<file path="config.mk">
export PLATFORM = sky130hd
export DESIGN_NAME = i2c_bit_level_master_flat
export DESIGN_NICKNAME = d
export VERILOG_FILES = /design/src/rtl/i2cb_pkg.sv /design/src/rtl/i2cb_if.sv /design/src/rtl/i2cb_front.sv /design/src/rtl/i2cb_cmd_queue.sv /design/src/rtl/i2cb_back.sv /design/src/rtl/i2c_bit_level_master.sv /design/src/flat_wrapper.sv
export SDC_FILE = /design/constraint.sdc
export NUM_CORES = 1
export LEC_CHECK = 0
export ABC_CLOCK_PERIOD_IN_PS = 5400
export BUFFER_PORTS_ARGS = -buffer_cell sky130_fd_sc_hd__buf_2
export CORE_MARGIN = 5
export CORE_UTILIZATION = 30
export CTS_CLUSTER_DIAMETER = 30
export DETAILED_ROUTE_END_ITERATION = 10
export PLACE_DENSITY = 0.49
export SETUP_SLACK_MARGIN = 0.4
export SKIP_LAST_GASP = 1
export SYNTH_ARGS = -nofsm -noshare
export SYNTH_HDL_FRONTEND = slang
export SYNTH_SLANG_ARGS = --single-unit
export TNS_END_PERCENT = 5
</file>
<file path="constraint.sdc">
create_clock -name clock -period 5.4 [get_ports clock]
set_input_delay 0 -clock clock [delete_from_list [all_inputs] [get_ports clock]]
set_output_delay 0 -clock clock [all_outputs]
set_load 0.02 [all_outputs]
</file>
<file path="src/rtl/i2cb_pkg.sv">
// ----------------------------------------------------------------------------
// i2cb_pkg
// Shared types, codes and the phase level table of the I2C bit level master.
// ----------------------------------------------------------------------------
package i2cb_pkg;

   // Command codes carried in the opcode field.
   localparam logic [2:0] OP_START        = 3'd0;
   localparam logic [2:0] OP_SENSOR_START = 3'd1;
   localparam logic [2:0] OP_STOP         = 3'd2;
   localparam logic [2:0] OP_ACK          = 3'd3;
   localparam logic [2:0] OP_NACK         = 3'd4;
   localparam logic [2:0] OP_SEND         = 3'd5;
   localparam logic [2:0] OP_RECV         = 3'd6;

   // Status codes reported on the final phase.
   localparam logic [2:0] ST_READY = 3'd0;
   localparam logic [2:0] ST_BUSY  = 3'd1;
   localparam logic [2:0] ST_ERROR = 3'd2;
   localparam logic [2:0] ST_ACK   = 3'd3;
   localparam logic [2:0] ST_NACK  = 3'd4;

   // Phase timing register.
   localparam int          TICKS_W           = 16;
   localparam logic [15:0] PHASE_TICKS_RESET = 16'd200;

   // Phase index width: the longest command has 27 phases.
   localparam int PHASE_W = 5;

   // Index of the first acknowledge phase of send byte (after 8 bits of 3).
   localparam logic [4:0] SEND_ACK_PHASE = 5'd24;
   localparam logic [4:0] SEND_SCL_PHASE = 5'd25;

   // Command queue between the front and back parts.
   localparam int QUEUE_DEPTH = 2;
   localparam int QPTR_W      = 1;
   localparam int QCNT_W      = 2;

   // Classified command as it travels through the queue.
   typedef struct packed {
      logic [2:0]         op;
      logic [PHASE_W-1:0] last_idx;
      logic [2:0]         status;
      logic [7:0]         rx;
      logic [7:0]         tx;
   } cmd_type;

   // Line levels of one phase.
   typedef struct packed {
      logic scl;
      logic sda;
   } level_type;

   // Back part sequencer states.
   typedef enum logic [1:0] {
      BK_IDLE,
      BK_LOAD,
      BK_EMIT,
      BK_HOLD
   } back_state_type;

   // Line levels for phase k of a command. sub is the position inside the
   // current bit of send byte, bit its data bit, held the SCL level that the
   // previous command left behind.
   function automatic level_type phase_level(input logic [2:0] op,
                                             input logic [PHASE_W-1:0] k,
                                             input logic [1:0] sub,
                                             input logic bit_val,
                                             input logic held);
      level_type lv;
      lv = '{scl: 1'b0, sda: 1'b1};
      unique case (op)
         OP_START: begin
            case (k)
               5'd0:    lv = '{scl: held, sda: 1'b1};
               5'd1:    lv = '{scl: 1'b1, sda: 1'b1};
               5'd2:    lv = '{scl: 1'b1, sda: 1'b0};
               default: lv = '{scl: 1'b0, sda: 1'b0};
            endcase
         end
         OP_SENSOR_START: begin
            case (k)
               5'd0:    lv = '{scl: 1'b0, sda: 1'b1};
               5'd1:    lv = '{scl: 1'b1, sda: 1'b1};
               5'd2:    lv = '{scl: 1'b1, sda: 1'b0};
               5'd3:    lv = '{scl: 1'b0, sda: 1'b0};
               5'd4:    lv = '{scl: 1'b1, sda: 1'b0};
               5'd5:    lv = '{scl: 1'b1, sda: 1'b1};
               default: lv = '{scl: 1'b0, sda: 1'b1};
            endcase
         end
         OP_STOP: begin
            case (k)
               5'd0:    lv = '{scl: held, sda: 1'b0};
               5'd1:    lv = '{scl: 1'b1, sda: 1'b0};
               default: lv = '{scl: 1'b1, sda: 1'b1};
            endcase
         end
         OP_ACK: begin
            case (k)
               5'd0:    lv = '{scl: held, sda: 1'b0};
               5'd1:    lv = '{scl: 1'b1, sda: 1'b0};
               5'd2:    lv = '{scl: 1'b0, sda: 1'b0};
               default: lv = '{scl: 1'b0, sda: 1'b1};
            endcase
         end
         OP_NACK: begin
            case (k)
               5'd0:    lv = '{scl: held, sda: 1'b1};
               5'd1:    lv = '{scl: 1'b1, sda: 1'b1};
               default: lv = '{scl: 1'b0, sda: 1'b1};
            endcase
         end
         OP_SEND: begin
            // Data bits are low-high-low clock pulses, then the ACK slot.
            if (k < SEND_ACK_PHASE) begin
               lv = '{scl: (sub == 2'd1), sda: bit_val};
            end else begin
               lv = '{scl: (k == SEND_SCL_PHASE), sda: 1'b1};
            end
         end
         OP_RECV: begin
            // Released data line, clock high on every odd phase.
            lv = '{scl: k[0], sda: 1'b1};
         end
         default: lv = '{scl: 1'b0, sda: 1'b1};
      endcase
      return lv;
   endfunction

endpackage

</file>
<file path="src/rtl/i2cb_if.sv">
// ----------------------------------------------------------------------------
// I2C bit level master channels
// Valid/ready channels for commands, phase words and the timing register.
// ----------------------------------------------------------------------------

// Command channel: one word per bus command.
interface i2cb_req_if;
   logic       valid;
   logic       ready;
   logic [2:0] opcode;
   logic [7:0] tx_byte;
   logic [8:0] sda_samples;

   modport source (output valid, output opcode, output tx_byte, output sda_samples,
                   input ready);
   modport sink   (input valid, input opcode, input tx_byte, input sda_samples,
                   output ready);
endinterface

// Phase channel: one word per bus phase.
interface i2cb_rsp_if;
   logic       valid;
   logic       ready;
   logic       scl_out;
   logic       sda_out;
   logic [2:0] status;
   logic [7:0] rx_byte;
   logic       last;

   modport source (output valid, output scl_out, output sda_out, output status,
                   output rx_byte, output last, input ready);
   modport sink   (input valid, input scl_out, input sda_out, input status,
                   input rx_byte, input last, output ready);
endinterface

// Register write channel: the phase length in clock cycles.
interface i2cb_csr_if;
   logic        valid;
   logic        ready;
   logic [15:0] data;

   modport source (output valid, output data, input ready);
   modport sink   (input valid, input data, output ready);
endinterface

</file>
<file path="src/rtl/i2cb_front.sv">
// ----------------------------------------------------------------------------
// i2cb_front
// Accepts command words and classifies them into queue entries.
// ----------------------------------------------------------------------------
module i2cb_front import i2cb_pkg::*; (
   i2cb_req_if.sink  req_ch,
   output logic      push_valid,
   input  logic      push_ready,
   output cmd_type   push_data
);

   logic       busy;
   logic [7:0] rx_rev;

   // The bus is busy when the first sample of a start finds SDA low.
   assign busy = ~req_ch.sda_samples[0];

   // Sample i becomes bit 7-i of the received byte.
   always_comb begin
      for (int i = 0; i < 8; i++) begin
         rx_rev[7-i] = req_ch.sda_samples[i];
      end
   end

   // Phase count, status and received byte of each command.
   always_comb begin
      push_data.op       = req_ch.opcode;
      push_data.tx       = req_ch.tx_byte;
      push_data.status   = ST_READY;
      push_data.rx       = 8'd0;
      push_data.last_idx = 5'd0;
      push_valid         = req_ch.valid;
      unique case (req_ch.opcode)
         OP_START: begin
            push_data.last_idx = busy ? 5'd1 : 5'd3;
            push_data.status   = busy ? ST_BUSY :
                                 (req_ch.sda_samples[1] ? ST_ERROR : ST_READY);
         end
         OP_SENSOR_START: begin
            push_data.last_idx = busy ? 5'd1 : 5'd6;
            push_data.status   = busy ? ST_BUSY : ST_READY;
         end
         OP_STOP: push_data.last_idx = 5'd2;
         OP_ACK:  push_data.last_idx = 5'd3;
         OP_NACK: push_data.last_idx = 5'd2;
         OP_SEND: begin
            push_data.last_idx = 5'd26;
            push_data.status   = req_ch.sda_samples[0] ? ST_NACK : ST_ACK;
         end
         OP_RECV: begin
            push_data.last_idx = 5'd16;
            push_data.rx       = rx_rev;
         end
         // An unused code produces no phases and is dropped here.
         default: push_valid = 1'b0;
      endcase
   end

   assign req_ch.ready = push_ready;

endmodule

</file>
<file path="src/rtl/i2cb_cmd_queue.sv">
// ----------------------------------------------------------------------------
// i2cb_cmd_queue
// Two-entry register queue between the front and back parts.
// ----------------------------------------------------------------------------
module i2cb_cmd_queue import i2cb_pkg::*; (
   input  logic    clock,
   input  logic    reset,
   input  logic    push_valid,
   output logic    push_ready,
   input  cmd_type push_data,
   output logic    pop_valid,
   input  logic    pop_ready,
   output cmd_type pop_data
);

   cmd_type             entry_ff [QUEUE_DEPTH];
   logic [QPTR_W-1:0]   wr_ptr_ff, wr_ptr_in;
   logic [QPTR_W-1:0]   rd_ptr_ff, rd_ptr_in;
   logic [QCNT_W-1:0]   count_ff, count_in;
   logic                do_push, do_pop;

   // Handshakes on both sides.
   assign push_ready = (count_ff != QCNT_W'(QUEUE_DEPTH));
   assign pop_valid  = (count_ff != '0);
   assign pop_data   = entry_ff[rd_ptr_ff];
   assign do_push    = push_valid & push_ready;
   assign do_pop     = pop_valid & pop_ready;

   // Pointer and fill count updates.
   always_comb begin
      wr_ptr_in = do_push ? wr_ptr_ff + 1'b1 : wr_ptr_ff;
      rd_ptr_in = do_pop  ? rd_ptr_ff + 1'b1 : rd_ptr_ff;
      count_in  = count_ff;
      if (do_push && !do_pop) begin
         count_in = count_ff + 1'b1;
      end else if (do_pop && !do_push) begin
         count_in = count_ff - 1'b1;
      end
   end

   always_ff @(posedge clock) begin
      if (reset) begin
         wr_ptr_ff <= '0;
         rd_ptr_ff <= '0;
         count_ff  <= '0;
      end else begin
         wr_ptr_ff <= wr_ptr_in;
         rd_ptr_ff <= rd_ptr_in;
         count_ff  <= count_in;
      end
   end

   // Entry storage needs no reset.
   always_ff @(posedge clock) begin
      if (do_push) begin
         entry_ff[wr_ptr_ff] <= push_data;
      end
   end

endmodule

</file>
<file path="src/rtl/i2cb_back.sv">
// ----------------------------------------------------------------------------
// i2cb_back
// Phase sequencer: builds each phase word and holds it for the phase length.
// ----------------------------------------------------------------------------
module i2cb_back import i2cb_pkg::*; (
   input  logic               clock,
   input  logic               reset,
   input  logic [TICKS_W-1:0] phase_ticks,
   input  logic               pop_valid,
   output logic               pop_ready,
   input  cmd_type            pop_data,
   i2cb_rsp_if.source         rsp_ch
);

   back_state_type     state_ff, state_in;
   cmd_type            cmd_ff, cmd_in;
   logic [PHASE_W-1:0] k_ff, k_in;
   logic [1:0]         sub_ff, sub_in;
   logic [7:0]         tx_ff, tx_in;
   logic               scl_level_ff, scl_level_in;
   logic [TICKS_W-1:0] cnt_ff, cnt_in;
   logic               scl_ff, scl_in;
   logic               sda_ff, sda_in;
   logic [2:0]         status_ff, status_in;
   logic [7:0]         rx_ff, rx_in;
   logic               last_ff, last_in;
   level_type          lv;
   logic               is_last;
   logic               hold_done;

   assign lv        = phase_level(cmd_ff.op, k_ff, sub_ff, tx_ff[7], scl_level_ff);
   assign is_last   = (k_ff == cmd_ff.last_idx);
   assign hold_done = (cnt_ff >= phase_ticks);

   // Next state.
   always_comb begin
      state_in = state_ff;
      unique case (state_ff)
         BK_IDLE: if (pop_valid) state_in = BK_LOAD;
         BK_LOAD: state_in = BK_EMIT;
         BK_EMIT: if (rsp_ch.ready) state_in = BK_HOLD;
         BK_HOLD: if (hold_done) state_in = last_ff ? BK_IDLE : BK_LOAD;
         default: state_in = BK_IDLE;
      endcase
   end

   // Handshake outputs.
   always_comb begin
      pop_ready    = (state_ff == BK_IDLE);
      rsp_ch.valid = (state_ff == BK_EMIT);
   end

   assign rsp_ch.scl_out = scl_ff;
   assign rsp_ch.sda_out = sda_ff;
   assign rsp_ch.status  = status_ff;
   assign rsp_ch.rx_byte = rx_ff;
   assign rsp_ch.last    = last_ff;

   // Command, phase counters and the phase word.
   always_comb begin
      cmd_in       = cmd_ff;
      k_in         = k_ff;
      sub_in       = sub_ff;
      tx_in        = tx_ff;
      scl_level_in = scl_level_ff;
      cnt_in       = cnt_ff;
      scl_in       = scl_ff;
      sda_in       = sda_ff;
      status_in    = status_ff;
      rx_in        = rx_ff;
      last_in      = last_ff;
      unique case (state_ff)
         BK_IDLE: begin
            if (pop_valid) begin
               cmd_in = pop_data;
               k_in   = '0;
               sub_in = 2'd0;
               tx_in  = pop_data.tx;
            end
         end
         BK_LOAD: begin
            scl_in       = lv.scl;
            sda_in       = lv.sda;
            scl_level_in = lv.scl;
            last_in      = is_last;
            status_in    = is_last ? cmd_ff.status : ST_READY;
            rx_in        = is_last ? cmd_ff.rx : 8'd0;
         end
         BK_EMIT: begin
            if (rsp_ch.ready) cnt_in = TICKS_W'(1);
         end
         BK_HOLD: begin
            cnt_in = cnt_ff + 1'b1;
            // Step to the next phase; a send byte bit spans three phases.
            if (hold_done && !last_ff) begin
               k_in = k_ff + 1'b1;
               if (sub_ff == 2'd2) begin
                  sub_in = 2'd0;
                  tx_in  = {tx_ff[6:0], 1'b0};
               end else begin
                  sub_in = sub_ff + 1'b1;
               end
            end
         end
         default: cnt_in = cnt_ff;
      endcase
   end

   // Control registers.
   always_ff @(posedge clock) begin
      if (reset) begin
         state_ff     <= BK_IDLE;
         scl_level_ff <= 1'b0;
      end else begin
         state_ff     <= state_in;
         scl_level_ff <= scl_level_in;
      end
   end

   // Payload registers.
   always_ff @(posedge clock) begin
      cmd_ff    <= cmd_in;
      k_ff      <= k_in;
      sub_ff    <= sub_in;
      tx_ff     <= tx_in;
      cnt_ff    <= cnt_in;
      scl_ff    <= scl_in;
      sda_ff    <= sda_in;
      status_ff <= status_in;
      rx_ff     <= rx_in;
      last_ff   <= last_in;
   end

endmodule

</file>
<file path="src/rtl/i2c_bit_level_master.sv">
// ----------------------------------------------------------------------------
// i2c_bit_level_master
// Bit level I2C bus master: turns bus commands into timed SCL/SDA phases.
//
//   Channel   Direction  Word
//   req_ch    in         opcode, tx_byte, sda_samples (one bus command)
//   rsp_ch    out        scl_out, sda_out, status, rx_byte, last (one phase)
//   csr_ch    in         data: phase length in clock cycles
//
// Each phase is built in BK_LOAD, offered on rsp_ch in BK_EMIT until taken, then
// held in BK_HOLD for the phase length; BK_IDLE then takes the next command.
// A two-word queue takes commands while others run.
// Reset clears the queue, sets the held SCL level low and the phase length to 200.
// A stall on rsp_ch freezes the sequencer; req_ch stalls only when full.
// ----------------------------------------------------------------------------
module i2c_bit_level_master import i2cb_pkg::*; (
   input  logic       clock,
   input  logic       reset,
   i2cb_req_if.sink   req_ch,
   i2cb_rsp_if.source rsp_ch,
   i2cb_csr_if.sink   csr_ch
);

   logic [TICKS_W-1:0] phase_ticks_ff, phase_ticks_in;
   logic               push_valid, push_ready;
   cmd_type            push_data;
   logic               pop_valid, pop_ready;
   cmd_type            pop_data;

   // Phase length register; writes are always taken.
   assign csr_ch.ready   = 1'b1;
   assign phase_ticks_in = csr_ch.valid ? csr_ch.data : phase_ticks_ff;

   always_ff @(posedge clock) begin
      if (reset) begin
         phase_ticks_ff <= PHASE_TICKS_RESET;
      end else begin
         phase_ticks_ff <= phase_ticks_in;
      end
   end

   // Front part: accept and classify commands.
   i2cb_front u_front (
      .req_ch     (req_ch),
      .push_valid (push_valid),
      .push_ready (push_ready),
      .push_data  (push_data)
   );

   // Command queue.
   i2cb_cmd_queue u_queue (
      .clock      (clock),
      .reset      (reset),
      .push_valid (push_valid),
      .push_ready (push_ready),
      .push_data  (push_data),
      .pop_valid  (pop_valid),
      .pop_ready  (pop_ready),
      .pop_data   (pop_data)
   );

   // Back part: phase sequencer.
   i2cb_back u_back (
      .clock       (clock),
      .reset       (reset),
      .phase_ticks (phase_ticks_ff),
      .pop_valid   (pop_valid),
      .pop_ready   (pop_ready),
      .pop_data    (pop_data),
      .rsp_ch      (rsp_ch)
   );

`ifndef SYNTHESIS
   // Status and received byte appear only on the final phase.
   a_status_on_last: assert property (@(posedge clock) disable iff (reset)
      rsp_ch.valid && !rsp_ch.last |-> rsp_ch.status == ST_READY && rsp_ch.rx_byte == 8'd0)
      else $error("status or rx_byte set on a phase that is not the last");

   // Every taken phase is followed by a hold, never by another phase at once.
   a_hold_after_phase: assert property (@(posedge clock) disable iff (reset)
      rsp_ch.valid && rsp_ch.ready |=> !rsp_ch.valid)
      else $error("phase word followed without a hold");

   // A busy bus ends the command with both lines high.
   a_busy_levels: assert property (@(posedge clock) disable iff (reset)
      rsp_ch.valid && rsp_ch.status == ST_BUSY |-> rsp_ch.scl_out && rsp_ch.sda_out
         && rsp_ch.last)
      else $error("bus busy reported with wrong line levels");

   // The sequencer never takes a word from the queue while a phase is offered.
   a_pop_when_idle: assert property (@(posedge clock) disable iff (reset)
      rsp_ch.valid |-> !pop_ready)
      else $error("sequencer takes a command while a phase is pending");
`endif

endmodule

</file>
<file path="src/flat_wrapper.sv">
// flat-port wrapper written by rule: the top's interface ports become plain ports
module i2c_bit_level_master_flat import i2cb_pkg::*;
  (clock, reset, req_ch_valid, req_ch_opcode, req_ch_tx_byte, req_ch_sda_samples, req_ch_ready, rsp_ch_valid, rsp_ch_scl_out, rsp_ch_sda_out, rsp_ch_status, rsp_ch_rx_byte, rsp_ch_last, rsp_ch_ready, csr_ch_valid, csr_ch_data, csr_ch_ready);
  i2cb_req_if req_ch_i ();
  i2cb_rsp_if rsp_ch_i ();
  i2cb_csr_if csr_ch_i ();
  input  logic clock;
  input  logic reset;
  input wire logic [$bits(req_ch_i.valid)-1:0] req_ch_valid;
  input wire logic [$bits(req_ch_i.opcode)-1:0] req_ch_opcode;
  input wire logic [$bits(req_ch_i.tx_byte)-1:0] req_ch_tx_byte;
  input wire logic [$bits(req_ch_i.sda_samples)-1:0] req_ch_sda_samples;
  output wire logic [$bits(req_ch_i.ready)-1:0] req_ch_ready;
  output wire logic [$bits(rsp_ch_i.valid)-1:0] rsp_ch_valid;
  output wire logic [$bits(rsp_ch_i.scl_out)-1:0] rsp_ch_scl_out;
  output wire logic [$bits(rsp_ch_i.sda_out)-1:0] rsp_ch_sda_out;
  output wire logic [$bits(rsp_ch_i.status)-1:0] rsp_ch_status;
  output wire logic [$bits(rsp_ch_i.rx_byte)-1:0] rsp_ch_rx_byte;
  output wire logic [$bits(rsp_ch_i.last)-1:0] rsp_ch_last;
  input wire logic [$bits(rsp_ch_i.ready)-1:0] rsp_ch_ready;
  input wire logic [$bits(csr_ch_i.valid)-1:0] csr_ch_valid;
  input wire logic [$bits(csr_ch_i.data)-1:0] csr_ch_data;
  output wire logic [$bits(csr_ch_i.ready)-1:0] csr_ch_ready;
  assign req_ch_i.valid = req_ch_valid;
  assign req_ch_i.opcode = req_ch_opcode;
  assign req_ch_i.tx_byte = req_ch_tx_byte;
  assign req_ch_i.sda_samples = req_ch_sda_samples;
  assign req_ch_ready = req_ch_i.ready;
  assign rsp_ch_valid = rsp_ch_i.valid;
  assign rsp_ch_scl_out = rsp_ch_i.scl_out;
  assign rsp_ch_sda_out = rsp_ch_i.sda_out;
  assign rsp_ch_status = rsp_ch_i.status;
  assign rsp_ch_rx_byte = rsp_ch_i.rx_byte;
  assign rsp_ch_last = rsp_ch_i.last;
  assign rsp_ch_i.ready = rsp_ch_ready;
  assign csr_ch_i.valid = csr_ch_valid;
  assign csr_ch_i.data = csr_ch_data;
  assign csr_ch_ready = csr_ch_i.ready;
  i2c_bit_level_master u_core (.clock(clock), .reset(reset), .req_ch(req_ch_i), .rsp_ch(rsp_ch_i), .csr_ch(csr_ch_i));
endmodule
</file>
Yosys cells after proc, flatten, opt, wreduce, memory -nomap -nowiden
Memory sizes are Yosys's and may differ from the RTL's. A register that Yosys moved wholly into a read port is not among the register bits.
Index checks and enable logic that the tools add are counted.
{ "classes": {"add_sub_neg": 7, "mul": 0, "div": 0, "n_lt_le_gt_ge": 2, "n_eq_ne": 30, "shift": 0, "mux": 41, "n_bitwise": 2, "reduce_logical": 23} }
{ "op_table": {"columns": ["operator", "count"], "rows": [
  ["$mux W8", 4],
  ["$pmux W16 S2", 1],
  ["$pmux W5 S6", 1],
  ["$mux W2", 12],
  ["$eq A3 B3 Y1 const B", 6],
  ["$pmux W2 S3", 3],
  ["$add A16 B1 Y16 const B", 1],
  ["$ge A16 B16 Y1", 1],
  ["$mux W16", 1],
  ["$pmux W8 S2", 1],
  ["$pmux W2 S7", 1],
  ["$eq A3 B2 Y1 const B", 4],
  ["$pmux W2 S2", 3],
  ["$eq A5 B2 Y1 const B", 2],
  ["$eq A5 B3 Y1 const B", 2],
  ["$mux W5", 2],
  ["$ne A2 B2 Y1 const B", 5],
  ["$pmux W5 S2", 1],
  ["$pmux W3 S3", 1],
  ["$pmux W2 S4", 1],
  ["$reduce_bool A2 Y1", 4],
  ["$mux W1", 7],
  ["$reduce_or A7 Y1", 1],
  ["$eq A2 B2 Y1 const B", 3],
  ["22 further kinds", 37]
]} }
{ "totals": {"regBits": 87, "latch_bits": 0, "ramBits": 54, "rom_bits": 0, "input_bits": 41, "out_inout_bits": 17, "elab_cells": 125, "memories": 1} }
{ "mem_list": {"columns": ["memory", "words", "word_bits", "read_ports", "rd_ports_with_merged_regs", "write_ports", "line_no", "rtl"], "rows": [
  ["u_core.u_queue.entry_ff", 2, 27, 1, 1, 1, "i2cb_cmd_queue.sv:16", "cmd_type entry_ff [QUEUE_DEPTH];"]
]} }

Longest topological paths before layout
{ "depth": {"word_depth": 8, "ltp_mapped": 8, "mapped_depth_nobuf": 8} }

Modules after synthesis
Synthesis repeated with hierarchy kept, for this count alone.
{ "hier_totals": {"cells_unflattened": 499, "hier_area_um2": 6593.8} }
{ "by_module_without_submodules": {"columns": ["module", "n_inst", "cells_per_inst", "area_each_um2", "seq_area_each_um2"], "rows": [
  ["i2cb_back", 1, 299, 3558.4, 1981.9],
  ["i2cb_cmd_queue", 1, 108, 2168.3, 1721.7],
  ["i2c_bit_level_master", 1, 54, 596.8, 320.3],
  ["i2cb_front", 1, 38, 270.3, 0.0]
]} }

Least setup slack after synthesis
OpenSTA, ideal clock, no wires.
{ "synth_path": {"path_kind": "flip-flop to flip-flop", "start": "register u_core.u_queue.count_ff[0]", "end": "memory u_core.u_queue.entry_ff[0][0] (netlist bit) (enable)", "setup_ns": 0.411, "t_arrival_ns": 2.056, "t_required_ns": 4.989, "path_slack_ns": 2.933, "stages_incl_launch_ff": 4, "path_buffers": 0, "synth_period_minus_slack_ns": 2.467, "cell_sequence": "dfxtp_1 nand2b_1 o211ai_1 nor2_1"} }
{ "synth_via": {"elab_chain_len": 4} }
{ "synth_rtl": {"columns": ["element", "line_no", "rtl"], "rows": [
  ["start: declaration", "i2cb_cmd_queue.sv:19", "logic [QCNT_W-1:0] count_ff, count_in;"],
  ["start signal: assignment", "i2cb_cmd_queue.sv:49", "count_ff <= count_in;"],
  ["$ne A2 B2 Y1", "i2cb_cmd_queue.sv:23", "assign push_ready = (count_ff != QCNT_W'(QUEUE_DEPTH));"],
  ["named net req_ch_ready", "flat_wrapper.sv:13", "output wire logic [$bits(req_ch_i.ready)-1:0] req_ch_ready;"],
  ["$and A1 B1 Y1", "i2cb_cmd_queue.sv:26", "assign do_push = push_valid & push_ready;"],
  ["$mux W1", "i2cb_cmd_queue.sv:55", "if (do_push) begin"],
  ["$mux W1 (not written as such)", "i2cb_cmd_queue.sv:56", "entry_ff[wr_ptr_ff] <= push_data;"],
  ["end: declaration", "i2cb_cmd_queue.sv:16", null]
]} }
The timed path passes the listed nets, and every way through them passes these cells.

Worst setup path in the final report
{ "layout_path": {"start": "register u_core.u_back.state_ff[0]", "end": "register u_core.u_back.tx_ff[2] (enable)"} }
{ "layout_via": {"elab_chain_len": 3, "elab_cells_between_ends": 7, "cone_classes": "4 x eq/ne; 3 x reduce/logical"} }
{ "layout_rtl": {"columns": ["element", "line_no", "rtl"], "rows": [
  ["start: declaration", "i2cb_back.sv:15", "back_state_type state_ff, state_in;"],
  ["start signal: assignment", "i2cb_back.sv:115", "state_ff <= state_in;"],
  ["$eq A2 B2 Y1 or $logic_not A2 Y1 (tied branches)", "i2cb_back.sv:72", "unique case (state_ff)"],
  ["$ne A2 B2 Y1 (no line) or $reduce_bool A2 Y1 (tied branches)", null, null],
  ["$reduce_and A4 Y1 (no line) (*)", null, null],
  ["end signal: assignment", "i2cb_back.sv:125", "tx_ff <= tx_in;"],
  ["end: declaration", "i2cb_back.sv:19", "logic [7:0] tx_ff, tx_in;"]
]} }
Every way passes the cells marked *; elsewhere a longest branch is shown, timed or not.
A chain may end at the register's enable or synchronous reset.

==> results by group <==
Detailed routing
  • WL met2: between 5000 and 6000 um
  • WL final: 11600 um
  • Vias per cell: approximately 4.3
  • Post-detailed-route count of antenna-violating nets: 0
  • M1 WL: approximately 5600 um
  • Iteration-0 DRC Markers: around 300
  • DRC: 0
  • Wirelength per Cell: between 10 and 15 um
  • First-pass DRT Iterations: 4
  • Routed length on met3: between 300 and 400 um
  • Top sig layer: met4
  • Routed vias: 3786

Finish
  • Final net count: roughly 660
  • Post-layout util: between 30% and 40%
  • Antenna diode count: 0
  • Share of layout cells above drive strength 1: between 15 and 20%
  • P&R area growth vs syn: 24.0%
  • Fill cells: 2005

Setup path
  • Worst-path fanout max: 22
  • Crit end category: flop
  • Critical Path Source Type: flop
  • Critical Path, Cell by Cell: ha_1, inv_2, a2111oi_0, o211a_1, nand2b_1, a21oi_1
  • CP startpoint: u_core.u_back.state_ff[0]
  • Critical path's slowest cell: a21oi_1
  • Worst EP required: approximately 5.4 ns
  • Largest stage delay, worst path: between 0.7 and 0.8 ns
  • Reg-to-reg startpoint: u_core.u_back.state_ff[0]
  • Data arrival, critical path: 2.92 ns
  • Worst Path Class, Setup: reg2reg

Clock network
  • H-Tree Depth: 4
  • Number of gates resized after cts: 0
  • CTS Sinks: approximately 140
  • CTS tree: yes
  • Clock-pin slew on the worst setup and hold paths: 0.06 ns
  • CTS Buf Count: 17
  • Worst-Skew Late Latency: 0.41 ns
  • Clock buffer depth: 2
  • Clock root cell: clkbuf_16

Global route
  • GRT Total Usage: 10.2%
  • Total grt overflow: 0
  • Largest net degree at the start of global routing: 28
  • Vias in the first global route: between 3000 and 4000
  • First-pass GRT wire length: around 19000 um
  • Initial antenna violation count: 0

STA
  • Pins Over Slew Limit: 0
  • Setup Viol. Count Final: 0
  • Crit share post-route: 53.4%
  • Final period demand of the worst path: 2.88 ns
  • RSZ-0062 raised after global routing: false
  • Final count of hold timing violations: 0
  • Setup WS post-layout: 2.52 ns
  • Max_slew headroom: 29.7%
  • Clock Skews: about 0.0074 ns
  • Setup Total Neg Slack: 0 ns
  • Fmax: around 350 MHz
  • Worst-Margin Slew: approximately 1.0 ns

Outcome
  • Outcome: finished, final reports clean

Synthesis
  • Synth unique cells: between 40 and 50
  • Register area share after synthesis: 63.7%
  • Net Count, Synth: around 560
  • Async set-reset flop share out of synthesis: 0%
  • Ys flop type: edfxtp_1
  • Synth warn: 0
  • EDFF count, synth: roughly 120
  • Seq cells post-synth: ~140
  • Mapped cell area: 6320 um^2
  • Mapped Cells: 494
  • Syn avg cell area: around 13 um^2

Placed design
  • Pre-CTS setup slack: 2.42 ns
  • Final GP Congestion: about 0.75
  • PortBufs: 55
  • HPWL after detailed placement: between 8000 and 9000 um

Floorplanning
  • CORE AREA: 20900 um^2
  • Die ar.: ~24000 um^2
  • Die W: 155 um
  • Top Ports: between 50 and 60
  • Initial Util: 30.3%
  • Rows: 53
  • Die Y: 155 um

Power and ir drop
  • Tot Pwr: 3.72 mW
  • P_leak: a little under 3 nW
  • Pwr Density: about 470 nW/um^2
  • Max IR drop VDD: approximately 0.17 mV

Job
  • Max cap viols: 0

Hold path
  • Type of the most critical hold path: in2reg
  • Hold path startpoint: reset
## cell families after synthesis
logic type	Yosys count	share of synthesized area, %
AND/OR/NAND/NOR	150	11.6
flip-flops	142	63.7
multiplexers	41	6.89
buffers and inverters	51	3.21
XOR/XNOR	26	3.60
adder cells (fa/ha/maj)	28	5.54
other	1	0.0593
AO/OA/AOI/OAI	55	5.44
## where the power goes
part | internal, mW | total, mW | switching (mW) | leakage, nW
combinational | 0.322 | 0.840 | 0.518 | 1.34
clock | 0.724 | 1.17 | 0.442 | 0.294
sequential | 1.55 | 1.71 | 0.159 | 1.32
total | 2.60 | 3.72 | 1.12 | 2.95
## state kept, by name (all words and copies together) (netlist names), named ones only
register	count
u_core.u_queue.entry_ff	54
u_core.u_back.cmd_ff	19
u_core.phase_ticks_ff	16
u_core.u_back.cnt_ff	16
u_core.u_back.rsp_ch.rx_byte	8
u_core.u_back.tx_ff	8
u_core.u_back.k_ff	5
u_core.u_back.rsp_ch.status	3
u_core.u_back.state_ff	2
u_core.u_back.sub_ff	2
u_core.u_queue.count_ff	2
u_core.u_back.rsp_ch.last	1
u_core.u_back.rsp_ch.scl_out	1
u_core.u_back.rsp_ch.sda_out	1
u_core.u_back.scl_level_ff	1
u_core.u_queue.rd_ptr_ff	1
u_core.u_queue.wr_ptr_ff	1
## per-layer routing
layer  vias to the layer above  GRT usage (%)
li1                       1947              -
met1                      1781           13.0
met2                        43           16.4
met3                        15           2.87
met4                         0           4.29
met5                         -              0
## cell type report
type / count / area (um^2) / share of cell area, %
sequential: 142 / 4020 / 51.3
multi-input combinational: 301 / 2100 / 26.8
timing repair buffer: 94 / 656 / 8.36
clock buffer: 17 / 425 / 5.43
tap: 275 / 344 / 4.39
clock inverter: 15 / 170 / 2.17
inverter: 32 / 120 / 1.53
## per-stage QoR
| stage | instance area (um^2) | std cells | hold WS [ns] |
|---|---|---|---|
| 2_1_floorplan | 6320 | 494 | 0.0989 |
| 3_3_place_gp | 6890 | 809 | 0.192 |
| 3_5_place_dp | 6890 | 809 | 0.195 |
| 4_1_cts | 7840 | 876 | 0.0181 |
| 5_1_grt | 7840 | 876 | 0.0403 |
| 6_report | 7840 | 876 | 0.0167 |
## placed cells by master, fill, tap and decap left out, drive strengths merged, types with 2 or more instances in the layout
cell type / count
ha: 28
nand4: 3
a2111oi: 2
bufinv: 3
xor2: 18
inv: 33
or3: 2
and2: 22
a221oi: 2
nor3b: 2
mux2: 20
nor3: 7
clkinv: 10
nor2: 54
a211oi: 3
and3: 2
mux2i: 21
clkbuf: 17
a21oi: 12
buf: 59
o31ai: 2
o211ai: 5
dlygate4sd3: 35
nand2b: 11
a31oi: 4
o21ai: 18
nand3: 12
nand2: 28
dfxtp: 24
edfxtp: 118
xnor2: 8
nand3b: 2
o22ai: 2
## cell usage after synthesis, types with 2 or more instances
| master | n | area (um^2) |
|---|---|---|
| inv_2 | 3 | 11.3 |
| xnor2_1 | 8 | 70.1 |
| nand2b_1 | 10 | 62.6 |
| ha_1 | 28 | 350 |
| or3_1 | 2 | 12.5 |
| a2111oi_0 | 2 | 17.5 |
| nor3_2 | 2 | 20.0 |
| buf_2 | 6 | 30.0 |
| o22ai_1 | 2 | 12.5 |
| nor3b_1 | 2 | 15.0 |
| o211ai_1 | 5 | 37.5 |
| and2_1 | 22 | 138 |
| mux2i_1 | 21 | 210 |
| nor3_1 | 5 | 25.0 |
| inv_1 | 29 | 109 |
| nand2_1 | 28 | 105 |
| mux2_1 | 20 | 225 |
| nand3_1 | 12 | 60.1 |
| a221oi_1 | 2 | 17.5 |
| nor2_1 | 54 | 203 |
| dfxtp_1 | 24 | 480 |
| o21ai_0 | 5 | 25.0 |
| a31oi_1 | 4 | 25.0 |
| o21ai_1 | 13 | 65.1 |
| and3_1 | 2 | 12.5 |
| xor2_1 | 18 | 158 |
| edfxtp_1 | 118 | 3540 |
| nand4_1 | 3 | 18.8 |
| clkbuf_1 | 12 | 45.0 |
| o31ai_1 | 2 | 15.0 |
| a21oi_1 | 12 | 60.1 |
| nand3b_1 | 2 | 15.0 |
| a211oi_1 | 3 | 22.5 |
## critical path: cells and delay by family (launching register included)
kind	cells	cell delay, ns
buffers and inverters	1	0.42
AOI/OAI and AO/OA	3	1.04
DFF	1	0.35
and+or+nand+nor	1	0.18
adders and majority gates	1	0.49
## path summary, 6_finish.rpt
kind                              end  slack (ns)  cells after the start
max reg2reg    u_core.u_back.tx_ff[2]        2.52                      6
min          u_core.phase_ticks_ff[0]        0.02                      2
min reg2reg  u_core.phase_ticks_ff[6]        0.49                      2
max            u_core.u_back.tx_ff[2]        2.52                      6
## repair_timing
item	CTS	global route
hold buffers	35	0
hold endpoints to repair	58	0
buffers inserted	0	0
(Power assumes the default switching activity.)
